**config.mk**
```make
export PLATFORM = sky130hd
export DESIGN_NAME = prime_field_alu_flat
export DESIGN_NICKNAME = d
export VERILOG_FILES = /design/src/sv/pfa_pkg.sv /design/src/sv/pfa_req_if.sv /design/src/sv/pfa_rsp_if.sv /design/src/sv/pfa_mulmod.sv /design/src/sv/pfa_seq.sv /design/src/sv/prime_field_alu.sv /design/src/flat_wrapper.sv
export VERILOG_INCLUDE_DIRS = /design/src /design/src/sv
export SDC_FILE = /design/constraint.sdc
export NUM_CORES = 2
export LEC_CHECK = 0
export ABC_CLOCK_PERIOD_IN_PS = 16740
export BUFFER_PORTS_ARGS = -buffer_cell sky130_fd_sc_hd__buf_2
export CAP_MARGIN = 20
export CORE_MARGIN = 2
export CORE_UTILIZATION = 25
export DETAILED_ROUTE_END_ITERATION = 7
export GPL_ROUTABILITY_DRIVEN = 0
export GPL_TIMING_DRIVEN = 1
export PLACE_DENSITY = 0.47
export SYNTH_ARGS = -nofsm -noshare
export SYNTH_HDL_FRONTEND = slang
export SYNTH_SLANG_ARGS = --single-unit
export TNS_END_PERCENT = 20
```
**constraint.sdc**
```tcl
create_clock -name i_clk -period 16.74 [get_ports i_clk]
set_clock_uncertainty 0.2 [all_clocks]
set_input_delay 3.348 -clock i_clk [delete_from_list [all_inputs] [get_ports i_clk]]
set_output_delay 3.348 -clock i_clk [all_outputs]
set_load 0.005 [all_outputs]
```
**src/sv/prime_field_alu_defines.svh**
```systemverilog
// Assertion macros shared by the checking code of the prime field unit.
// Both sample on the rising edge of i_clk and are off while i_rst_n is low.
`ifndef PRIME_FIELD_ALU_DEFINES_SVH
`define PRIME_FIELD_ALU_DEFINES_SVH

// consequent must hold in the same cycle as the antecedent
`define PFA_CHECK_NOW(lbl, ante, cons, msg) \
    lbl: assert property (@(posedge i_clk) disable iff (!i_rst_n) \
        (ante) |-> (cons)) else $error(msg);

// consequent must hold in the cycle after the antecedent
`define PFA_CHECK_NEXT(lbl, ante, cons, msg) \
    lbl: assert property (@(posedge i_clk) disable iff (!i_rst_n) \
        (ante) |=> (cons)) else $error(msg);

`endif

```
**src/sv/pfa_pkg.sv**
```systemverilog
`timescale 1ns / 1ps

package pfa_pkg;

    typedef logic [29:0] t_fe;
    typedef logic [2:0]  t_op;
    typedef logic [3:0]  t_pc;
    typedef logic [2:0]  t_uop;
    typedef logic [1:0]  t_cond;
    typedef logic        t_dst;

    localparam t_fe          P_MOD    = 30'd998244353;
    localparam logic [31:0]  BARRETT_MU = 32'd2309898375; // floor(2^61 / P_MOD)
    localparam t_fe          R_2P30   = 30'd75497471;     // 2^30 mod P_MOD
    localparam logic [62:0]  E_INV    = 63'd998244351;    // P_MOD - 2

    localparam t_op OP_RED = 3'd0;
    localparam t_op OP_ADD = 3'd1;
    localparam t_op OP_SUB = 3'd2;
    localparam t_op OP_MUL = 3'd3;
    localparam t_op OP_DIV = 3'd4;
    localparam t_op OP_POW = 3'd5;
    localparam t_op OP_INV = 3'd6;
    localparam t_op OP_NEG = 3'd7;

    localparam t_uop U_NOP          = 3'd0;
    localparam t_uop U_MUL_ACC_A    = 3'd1;
    localparam t_uop U_MUL_ACC_BASE = 3'd2;
    localparam t_uop U_SQR_BASE     = 3'd3;
    localparam t_uop U_HORNER       = 3'd4;
    localparam t_uop U_WAIT         = 3'd5;
    localparam t_uop U_WAIT_SHIFT   = 3'd6;
    localparam t_uop U_OUT          = 3'd7;

    localparam t_cond C_NEVER = 2'd0;
    localparam t_cond C_EZERO = 2'd1;
    localparam t_cond C_EMORE = 2'd2;
    localparam t_cond C_DIV   = 2'd3;

    localparam t_dst DST_ACC  = 1'b0;
    localparam t_dst DST_BASE = 1'b1;

    // program entry points and jump targets
    localparam t_pc PC_ALU   = 4'd0;
    localparam t_pc PC_MUL   = 4'd1;
    localparam t_pc PC_EXP   = 4'd4;
    localparam t_pc PC_LOOP  = 4'd5;
    localparam t_pc PC_EXIT  = 4'd8;
    localparam t_pc PC_RED   = 4'd10;

    typedef struct packed {
        t_uop  uop;
        t_cond cond;
        t_pc   target;
    } t_uword;

    typedef struct packed {
        logic run;
        logic fire;
        t_uop uop;
    } t_seq_ctrl;

    typedef struct packed {
        logic busy;
        logic out_full;
        logic e_zero;
        logic e_more;
        logic is_div;
    } t_seq_stat;

    typedef struct packed {
        logic valid;
        t_dst dst;
        t_fe  x;
        t_fe  y;
        t_fe  c;
    } t_mul_req;

    typedef struct packed {
        logic valid;
        t_dst dst;
        t_fe  value;
    } t_mul_wb;

    function automatic t_fe fold30(input t_fe v);
        return (v >= P_MOD) ? v - P_MOD : v;
    endfunction

    function automatic t_fe fneg(input t_fe a);
        return (a != '0) ? P_MOD - a : '0;
    endfunction

    function automatic t_fe fadd(input t_fe a, input t_fe b);
        logic [30:0] s;
        s = {1'b0, a} + {1'b0, b};
        if (s >= {1'b0, P_MOD}) begin
            s = s - {1'b0, P_MOD};
        end
        return s[29:0];
    endfunction

    function automatic t_fe fsub(input t_fe a, input t_fe b);
        // wraps mod 2^30, exact since the true result is below P_MOD
        return (a >= b) ? a - b : a + P_MOD - b;
    endfunction

    function automatic t_uword uw(input t_uop u, input t_cond c, input t_pc t);
        t_uword w;
        w.uop    = u;
        w.cond   = c;
        w.target = t;
        return w;
    endfunction

    function automatic t_uword rom(input t_pc pc);
        case (pc)
            4'd0:    return uw(U_OUT,          C_NEVER, PC_ALU);
            4'd1:    return uw(U_MUL_ACC_A,    C_NEVER, PC_ALU);
            4'd2:    return uw(U_WAIT,         C_NEVER, PC_ALU);
            4'd3:    return uw(U_OUT,          C_NEVER, PC_ALU);
            4'd4:    return uw(U_NOP,          C_EZERO, PC_EXIT);
            4'd5:    return uw(U_MUL_ACC_BASE, C_NEVER, PC_ALU);
            4'd6:    return uw(U_SQR_BASE,     C_NEVER, PC_ALU);
            4'd7:    return uw(U_WAIT_SHIFT,   C_EMORE, PC_LOOP);
            4'd8:    return uw(U_NOP,          C_DIV,   PC_MUL);
            4'd9:    return uw(U_OUT,          C_NEVER, PC_ALU);
            4'd10:   return uw(U_HORNER,       C_NEVER, PC_ALU);
            4'd11:   return uw(U_WAIT,         C_NEVER, PC_ALU);
            4'd12:   return uw(U_HORNER,       C_NEVER, PC_ALU);
            4'd13:   return uw(U_WAIT,         C_NEVER, PC_ALU);
            4'd14:   return uw(U_OUT,          C_NEVER, PC_ALU);
            default: return uw(U_OUT,          C_NEVER, PC_ALU);
        endcase
    endfunction

    function automatic t_pc entry(input t_op op);
        case (op)
            OP_RED:  return PC_RED;
            OP_MUL:  return PC_MUL;
            OP_DIV:  return PC_EXP;
            OP_POW:  return PC_EXP;
            OP_INV:  return PC_EXP;
            default: return PC_ALU;
        endcase
    endfunction

endpackage

```
**src/sv/pfa_req_if.sv**
```systemverilog
`timescale 1ns / 1ps

interface pfa_req_if;
    logic               valid;
    logic               ready;
    logic [2:0]         operation;
    logic [29:0]        left;
    logic [29:0]        right;
    logic [62:0]        exponent;
    logic signed [63:0] raw_value;

    modport source (output valid, operation, left, right, exponent, raw_value,
                    input ready);
    modport sink   (input valid, operation, left, right, exponent, raw_value,
                    output ready);
endinterface

```
**src/sv/pfa_rsp_if.sv**
```systemverilog
`timescale 1ns / 1ps

interface pfa_rsp_if;
    logic        valid;
    logic        ready;
    logic [29:0] result;

    modport source (output valid, result, input ready);
    modport sink   (input valid, result, output ready);
endinterface

```
**src/sv/pfa_mulmod.sv**
```systemverilog
`timescale 1ns / 1ps

// (x * y + c) mod P, Barrett reduction; product, quotient and remainder are registered in turn (r_p, r_q, r_r)
module pfa_mulmod (
    input  logic              i_clk,
    input  logic              i_rst_n,
    input  pfa_pkg::t_mul_req i_req,
    output pfa_pkg::t_mul_wb  o_wb,
    output logic              o_busy
);

    logic              r_v1, r_v2, r_v3;
    pfa_pkg::t_dst     r_d1, r_d2, r_d3;
    logic [60:0]       r_p;
    logic [31:0]       r_q;
    logic [31:0]       r_plo;
    logic [31:0]       r_r;

    logic [59:0]       w_prod;
    logic [60:0]       n_p;
    logic [63:0]       w_t;
    logic [31:0]       w_qp;
    logic [31:0]       w_r1;
    logic [31:0]       w_r2;

    assign w_prod = {30'd0, i_req.x} * {30'd0, i_req.y};
    assign n_p    = {1'b0, w_prod} + {31'd0, i_req.c};
    assign w_t    = {32'd0, r_p[60:29]} * {32'd0, pfa_pkg::BARRETT_MU};
    // only the low word of q * P matters: the remainder is below 3P < 2^32
    assign w_qp   = r_q * {2'd0, pfa_pkg::P_MOD};

    always_comb begin
        w_r1 = (r_r >= {2'd0, pfa_pkg::P_MOD}) ? r_r - {2'd0, pfa_pkg::P_MOD} : r_r;
        w_r2 = (w_r1 >= {2'd0, pfa_pkg::P_MOD}) ? w_r1 - {2'd0, pfa_pkg::P_MOD} : w_r1;
    end

    always_ff @(posedge i_clk) begin
        if (!i_rst_n) begin
            r_v1 <= 1'b0;
            r_v2 <= 1'b0;
            r_v3 <= 1'b0;
        end else begin
            r_v1 <= i_req.valid;
            r_v2 <= r_v1;
            r_v3 <= r_v2;
        end
    end

    always_ff @(posedge i_clk) begin
        r_d1  <= i_req.dst;
        r_p   <= n_p;
        r_d2  <= r_d1;
        r_q   <= w_t[63:32];
        r_plo <= r_p[31:0];
        r_d3  <= r_d2;
        r_r   <= r_plo - w_qp;
    end

    assign o_wb.valid = r_v3;
    assign o_wb.dst   = r_d3;
    assign o_wb.value = w_r2[29:0];
    assign o_busy     = r_v1 | r_v2 | r_v3;

endmodule

```
**src/sv/pfa_seq.sv**
```systemverilog
`timescale 1ns / 1ps

// step counter over the control store, one control word per step
module pfa_seq (
    input  logic               i_clk,
    input  logic               i_rst_n,
    input  logic               i_start,
    input  pfa_pkg::t_op       i_op,
    input  pfa_pkg::t_seq_stat i_stat,
    output pfa_pkg::t_seq_ctrl o_ctrl
);

    pfa_pkg::t_pc    r_pc, n_pc;
    logic            r_run, n_run;
    pfa_pkg::t_uword w_word;
    logic            w_stall;
    logic            w_jump;
    logic            w_fire;

    assign w_word = pfa_pkg::rom(r_pc);

    always_comb begin
        case (w_word.uop)
            pfa_pkg::U_WAIT:       w_stall = i_stat.busy;
            pfa_pkg::U_WAIT_SHIFT: w_stall = i_stat.busy;
            pfa_pkg::U_OUT:        w_stall = i_stat.out_full;
            default:               w_stall = 1'b0;
        endcase
    end

    always_comb begin
        case (w_word.cond)
            pfa_pkg::C_EZERO: w_jump = i_stat.e_zero;
            pfa_pkg::C_EMORE: w_jump = i_stat.e_more;
            pfa_pkg::C_DIV:   w_jump = i_stat.is_div;
            default:          w_jump = 1'b0;
        endcase
    end

    assign w_fire = r_run & ~w_stall;

    always_comb begin
        n_pc  = r_pc;
        n_run = r_run;
        if (i_start) begin
            n_pc  = pfa_pkg::entry(i_op);
            n_run = 1'b1;
        end else if (w_fire) begin
            if (w_word.uop == pfa_pkg::U_OUT) begin
                n_run = 1'b0;
            end else if (w_jump) begin
                n_pc = w_word.target;
            end else begin
                n_pc = r_pc + 4'd1;
            end
        end
    end

    always_ff @(posedge i_clk) begin
        if (!i_rst_n) begin
            r_pc  <= pfa_pkg::PC_ALU;
            r_run <= 1'b0;
        end else begin
            r_pc  <= n_pc;
            r_run <= n_run;
        end
    end

    assign o_ctrl.run  = r_run;
    assign o_ctrl.fire = w_fire;
    assign o_ctrl.uop  = w_word.uop;

endmodule

```
**src/sv/prime_field_alu.sv**
```systemverilog
`timescale 1ns / 1ps
// channel  dir  type        fields
// i_req    in   pfa_req_if  operation, left, right, exponent, raw_value
// o_rsp    out  pfa_rsp_if  result
//
// add, sub, negate: formed at the output step; multiply: one product.
// power: square-and-multiply over exponent bits up to its top set bit,
// waiting on the multiplier writeback; inverse: power by P - 2; divide:
// left times inverse of right; reduce: two Horner steps, negated if below 0.
// Synchronous reset clears sequencer, multiplier valids and the output stage.
// A new request is taken while a result still waits; a stalled result holds
// the sequencer at its output step.
`include "prime_field_alu_defines.svh"

module prime_field_alu (
    input  logic           i_clk,
    input  logic           i_rst_n,
    pfa_req_if.sink        i_req,
    pfa_rsp_if.source      o_rsp
);

    pfa_pkg::t_seq_ctrl w_ctrl;
    pfa_pkg::t_seq_stat w_stat;
    pfa_pkg::t_mul_req  w_mreq;
    pfa_pkg::t_mul_wb   w_wb;
    logic               w_busy;
    logic               w_start;

    pfa_pkg::t_op       r_op;
    pfa_pkg::t_fe       r_a, r_b, r_acc, r_base, r_out_result;
    logic [62:0]        r_e;
    logic [59:0]        r_mag;
    logic               r_neg;
    logic               r_out_valid;

    pfa_pkg::t_fe       n_a, n_b, n_out;
    logic [63:0]        n_mag;

    assign i_req.ready = ~w_ctrl.run;
    assign w_start     = i_req.valid & i_req.ready;

    assign n_a   = pfa_pkg::fold30(i_req.left);
    assign n_b   = pfa_pkg::fold30(i_req.right);
    assign n_mag = i_req.raw_value[63] ? 64'(-i_req.raw_value) : 64'(i_req.raw_value);

    assign w_stat.busy     = w_busy;
    assign w_stat.out_full = r_out_valid & ~o_rsp.ready;
    assign w_stat.e_zero   = (r_e == '0);
    assign w_stat.e_more   = (r_e[62:1] != '0);
    assign w_stat.is_div   = (r_op == pfa_pkg::OP_DIV);

    pfa_seq u_seq (
        .i_clk   (i_clk),
        .i_rst_n (i_rst_n),
        .i_start (w_start),
        .i_op    (i_req.operation),
        .i_stat  (w_stat),
        .o_ctrl  (w_ctrl)
    );

    always_comb begin
        w_mreq.valid = 1'b0;
        w_mreq.dst   = pfa_pkg::DST_ACC;
        w_mreq.x     = r_acc;
        w_mreq.y     = r_base;
        w_mreq.c     = '0;
        if (w_ctrl.fire) begin
            case (w_ctrl.uop)
                pfa_pkg::U_MUL_ACC_A: begin
                    w_mreq.valid = 1'b1;
                    w_mreq.y     = r_a;
                end
                pfa_pkg::U_MUL_ACC_BASE: begin
                    w_mreq.valid = r_e[0];
                end
                pfa_pkg::U_SQR_BASE: begin
                    w_mreq.valid = 1'b1;
                    w_mreq.dst   = pfa_pkg::DST_BASE;
                    w_mreq.x     = r_base;
                end
                pfa_pkg::U_HORNER: begin
                    // acc = acc * 2^30 + next 30-bit chunk of the magnitude
                    w_mreq.valid = 1'b1;
                    w_mreq.y     = pfa_pkg::R_2P30;
                    w_mreq.c     = r_mag[59:30];
                end
                default: begin
                    w_mreq.valid = 1'b0;
                end
            endcase
        end
    end

    pfa_mulmod u_mul (
        .i_clk   (i_clk),
        .i_rst_n (i_rst_n),
        .i_req   (w_mreq),
        .o_wb    (w_wb),
        .o_busy  (w_busy)
    );

    always_comb begin
        case (r_op)
            pfa_pkg::OP_ADD: n_out = pfa_pkg::fadd(r_a, r_b);
            pfa_pkg::OP_SUB: n_out = pfa_pkg::fsub(r_a, r_b);
            pfa_pkg::OP_NEG: n_out = pfa_pkg::fneg(r_a);
            pfa_pkg::OP_RED: n_out = r_neg ? pfa_pkg::fneg(r_acc) : r_acc;
            default:         n_out = r_acc;
        endcase
    end

    always_ff @(posedge i_clk) begin
        if (w_start) begin
            r_op   <= i_req.operation;
            r_a    <= n_a;
            r_b    <= n_b;
            r_e    <= (i_req.operation == pfa_pkg::OP_POW) ? i_req.exponent
                                                           : pfa_pkg::E_INV;
            r_base <= (i_req.operation == pfa_pkg::OP_DIV) ? n_b : n_a;
            r_mag  <= n_mag[59:0];
            r_neg  <= i_req.raw_value[63];
            case (i_req.operation)
                pfa_pkg::OP_MUL: r_acc <= n_b;
                pfa_pkg::OP_RED: r_acc <= {26'd0, n_mag[63:60]};
                default:         r_acc <= 30'd1;
            endcase
        end else begin
            if (w_wb.valid) begin
                if (w_wb.dst == pfa_pkg::DST_BASE) begin
                    r_base <= w_wb.value;
                end else begin
                    r_acc <= w_wb.value;
                end
            end
            if (w_ctrl.fire && w_ctrl.uop == pfa_pkg::U_WAIT_SHIFT) begin
                r_e <= {1'b0, r_e[62:1]};
            end
            if (w_ctrl.fire && w_ctrl.uop == pfa_pkg::U_HORNER) begin
                r_mag <= {r_mag[29:0], 30'd0};
            end
        end
    end

    always_ff @(posedge i_clk) begin
        if (!i_rst_n) begin
            r_out_valid <= 1'b0;
        end else if (w_ctrl.fire && w_ctrl.uop == pfa_pkg::U_OUT) begin
            r_out_valid <= 1'b1;
        end else if (o_rsp.ready) begin
            r_out_valid <= 1'b0;
        end
    end

    always_ff @(posedge i_clk) begin
        if (w_ctrl.fire && w_ctrl.uop == pfa_pkg::U_OUT) begin
            r_out_result <= n_out;
        end
    end

    assign o_rsp.valid  = r_out_valid;
    assign o_rsp.result = r_out_result;

    `PFA_CHECK_NOW(a_result_in_field, o_rsp.valid, o_rsp.result < pfa_pkg::P_MOD, "result out of field")
    `PFA_CHECK_NEXT(a_one_at_a_time, w_start, !i_req.ready, "request taken while busy")
    `PFA_CHECK_NOW(a_wb_while_run, w_wb.valid, w_ctrl.run, "writeback with sequencer idle")

endmodule
```
**src/flat_wrapper.sv**
```systemverilog
// flat-port wrapper written by rule: the top's interface ports become plain ports
module prime_field_alu_flat 
  (i_clk, i_rst_n, i_req_valid, i_req_operation, i_req_left, i_req_right, i_req_exponent, i_req_raw_value, i_req_ready, o_rsp_valid, o_rsp_result, o_rsp_ready);
  pfa_req_if i_req_i ();
  pfa_rsp_if o_rsp_i ();
  input  logic i_clk;
  input  logic i_rst_n;
  input wire logic [$bits(i_req_i.valid)-1:0] i_req_valid;
  input wire logic [$bits(i_req_i.operation)-1:0] i_req_operation;
  input wire logic [$bits(i_req_i.left)-1:0] i_req_left;
  input wire logic [$bits(i_req_i.right)-1:0] i_req_right;
  input wire logic [$bits(i_req_i.exponent)-1:0] i_req_exponent;
  input wire logic [$bits(i_req_i.raw_value)-1:0] i_req_raw_value;
  output wire logic [$bits(i_req_i.ready)-1:0] i_req_ready;
  output wire logic [$bits(o_rsp_i.valid)-1:0] o_rsp_valid;
  output wire logic [$bits(o_rsp_i.result)-1:0] o_rsp_result;
  input wire logic [$bits(o_rsp_i.ready)-1:0] o_rsp_ready;
  assign i_req_i.valid = i_req_valid;
  assign i_req_i.operation = i_req_operation;
  assign i_req_i.left = i_req_left;
  assign i_req_i.right = i_req_right;
  assign i_req_i.exponent = i_req_exponent;
  assign i_req_i.raw_value = i_req_raw_value;
  assign i_req_ready = i_req_i.ready;
  assign o_rsp_valid = o_rsp_i.valid;
  assign o_rsp_result = o_rsp_i.result;
  assign o_rsp_i.ready = o_rsp_ready;
  prime_field_alu u_core (.i_clk(i_clk), .i_rst_n(i_rst_n), .i_req(i_req_i), .o_rsp(o_rsp_i));
endmodule
```
==> qor.txt <==
status: complete, no violations
Worst path top cell family by delay: adder cells
gr usage total: 18.64%
fmax: 88.24 MHz
final core occ: 27.99%
Hold Path Origin: u_core.u_mul.r_p[9]
clock transition at the registers of the reported paths: 0.06 ns
Synth-to-Final Area Change: 11.19%
die height: 548.4 microns
most frequent cells in the layout: inv_1, fa_1, ha_1, nand2_1, nor2_1
Clock Sinks: 453
CP Capture Type: register
number of detailed-route iterations in the first pass: 6
main combinational cell family by area after synthesis: adder cells
Nets: 10405
clock buffer depth: 3
Starting Density: 25.17%
reg2reg start: u_core.u_seq.r_run
post-route ant nets: 0
library cells used by synthesis: 103
DR vias: 58482
Startpoint Class: register
adder-cell share of the synthesized area: 46.34%
CP max-delay cell: nand2_1
RSZ-0062 raised after global routing: no
final wirelength: 281200 microns
area share of the largest cell type after synthesis: 31.21%
max-cap viol count: 0
compound-cell area share of the yosys netlist: 9.653%
Worst R2R End: u_core.u_mul.r_p[58]
initial antenna violation count: 60
Post-Syn Nets: 10263
Synth Cell Area: 74090 sq um
Final Cycle Share: 67.70%
# port buffers: 225
Hold Crit Class: reg2reg
DRT iter0 DRCs: 4945
simple-gate portion of the synthesized area: 13.17%
first-pass GRT wire length: 415100 microns
Final WS setup: 5.407 ns
Worst EP arrival: 11.68 ns
WL/cell: 23.16 microns
share of post-route cells with drive strength above 1: 7.168%
Synth Area in XOR/XNOR: 4.776%
Rel. slew slack: 23.44%
syn avg cell area: 9.239 sq um
postcts setup bufs: 0
leading area contributor after synthesis: fa_1
GR Overflow Total: 0
cells on worst reg2reg path: 30
Core Box Area: 294300 sq um
# hold bufs at CTS: 0
CP Buf/Inv Count: 6
num ports: 226
TritonCTS clock tree: built
ys flop type: edfxtp_1
most area-consuming cells after synthesis: fa_1, ha_1, edfxtp_1, inv_1, dfxtp_1
placed cells: 12024
r2r setup slk: 5.41 ns
critical-path maximum fanout: 34
post-DP HPWL: 228900 microns
Post-Synthesis Cells: 8019
measured slew at the worst slew-check pin: 1.148 ns
WP data required: 17.09 ns
non-filler cells, final: 12142
number of global-route vias before repair: 61031
pin count of the biggest net entering global routing: 127
Seq cells post-synth: 453
htree depth: 2
Root Buffer: clkbuf_16
Post-route DRC: 0
Seq/Total Area, Yosys: 15.98%
Die Area: 300700 sq um
hold endpoint: u_core.u_mul.r_plo[9]
cell mode on critical path: fa_1
Core Rows: 199
TritonCTS Buffers: 53
Max Slew Vio Count: 0
YS warnings: 0
depth of the worst hold-timing path: 0
cts repair resizes: 0
max incr delay on CP: 0.84 ns
critical path type: reg2reg
Die W: 548.4 microns
vias per cell: 4.817
commonest non-fill, non-tap cell in the layout: inv_1
number of synthesized flops with an enable pin: 277
# setup viols final: 0
min cycle time layout: 11.33 ns
Worst-Skew Late Latency: 0.69 ns
final hold vios: 0
Fin Setup TNS: 0 ns
mux share of post-synthesis cell area: 0.9542%
pre-CTS WS: 5.556 ns
FFs w/ async S/R, synth: 0%
## worst max-delay path by stage
stage                                  start                   end  slack (ns)  cells after the start
after global placement    u_core.u_seq.r_run  u_core.u_mul.r_p[59]        5.65                     31
after floorplan           u_core.u_seq.r_run  u_core.u_mul.r_p[59]        7.14                     32
final                     u_core.u_seq.r_run  u_core.u_mul.r_p[58]        5.41                     30
after CTS                 u_core.u_seq.r_run  u_core.u_mul.r_p[58]        5.41                     30
after detailed placement  u_core.u_seq.r_run  u_core.u_mul.r_p[58]        5.56                     30
after global routing      u_core.u_seq.r_run  u_core.u_mul.r_p[58]        5.02                     30
## state kept, by name, indices dropped and copies added, names as in the netlist, 30 cells and up
register	flops
u_core.r_a	30
u_core.u_mul.r_plo	32
u_core.r_mag	60
u_core.u_mul.r_q	32
u_core.r_e	63
u_core.r_b	30
u_core.r_base	30
u_core.u_mul.r_p	61
u_core.o_rsp.result	30
u_core.u_mul.r_r	32
u_core.r_acc	30
## through the flow
stage | hold slack (ns) | area [sq um]
6_report | 0.1138 | 82380
5_1_grt | 0.1195 | 82360
4_1_cts | 0.1122 | 82330
3_5_place_dp | 0.1121 | 80550
3_3_place_gp | 0.1111 | 80500
2_1_floorplan | 0.1096 | 74090
## Yosys cell counts (41+ instances only)
master    number
a21o_1        69
a21oi_1      230
clkbuf_1     259
dfxtp_1      176
edfxtp_1     277
fa_1        1155
ha_1         895
inv_1       1488
mux2i_1       65
nand2_1      798
nand3_1       93
nor2_1       766
nor2b_1       43
nor3_1       100
nor4_1        60
o21a_1        41
o21ai_0      236
o22ai_1       44
o31ai_1       42
xnor2_1      236
xor2_1       168
## metal layers
layer,vias up,share of wire [%],global-route usage [%]
met5,-,0.087,0
met4,40,4.8,7.132
met2,2338,44,29.36
met3,508,8.4,4.276
li1,26213,-,-
met1,29383,43,24.71
## final cells by class
cell class,count,area [sq um]
clock inverter,27,307.8
antenna,20,50.05
fill,31324,211900
multi-input combinational,5784,55910
clock buffer,70,1465
tap,3919,4903
inverter,1495,5617
sequential,453,11840
timing repair buffer,374,2281
## kinds of logic (layout without fill, tap and decap cells)
| group | count (synthesis) | count (layout) |
|---|---|---|
| muxes | 69 | 69 |
| other | 0 | 20 |
| buffers and inverters | 1782 | 1966 |
| DFF | 453 | 453 |
| adders and majority gates | 2051 | 2051 |
| AOI/OAI and AO/OA | 1077 | 1077 |
| xor gates and xnor gates | 404 | 404 |
| and+or+nand+nor | 2183 | 2183 |
Power is not shown: default switching activity piles up to over one toggle a cycle in this logic, so the estimate is an artifact.
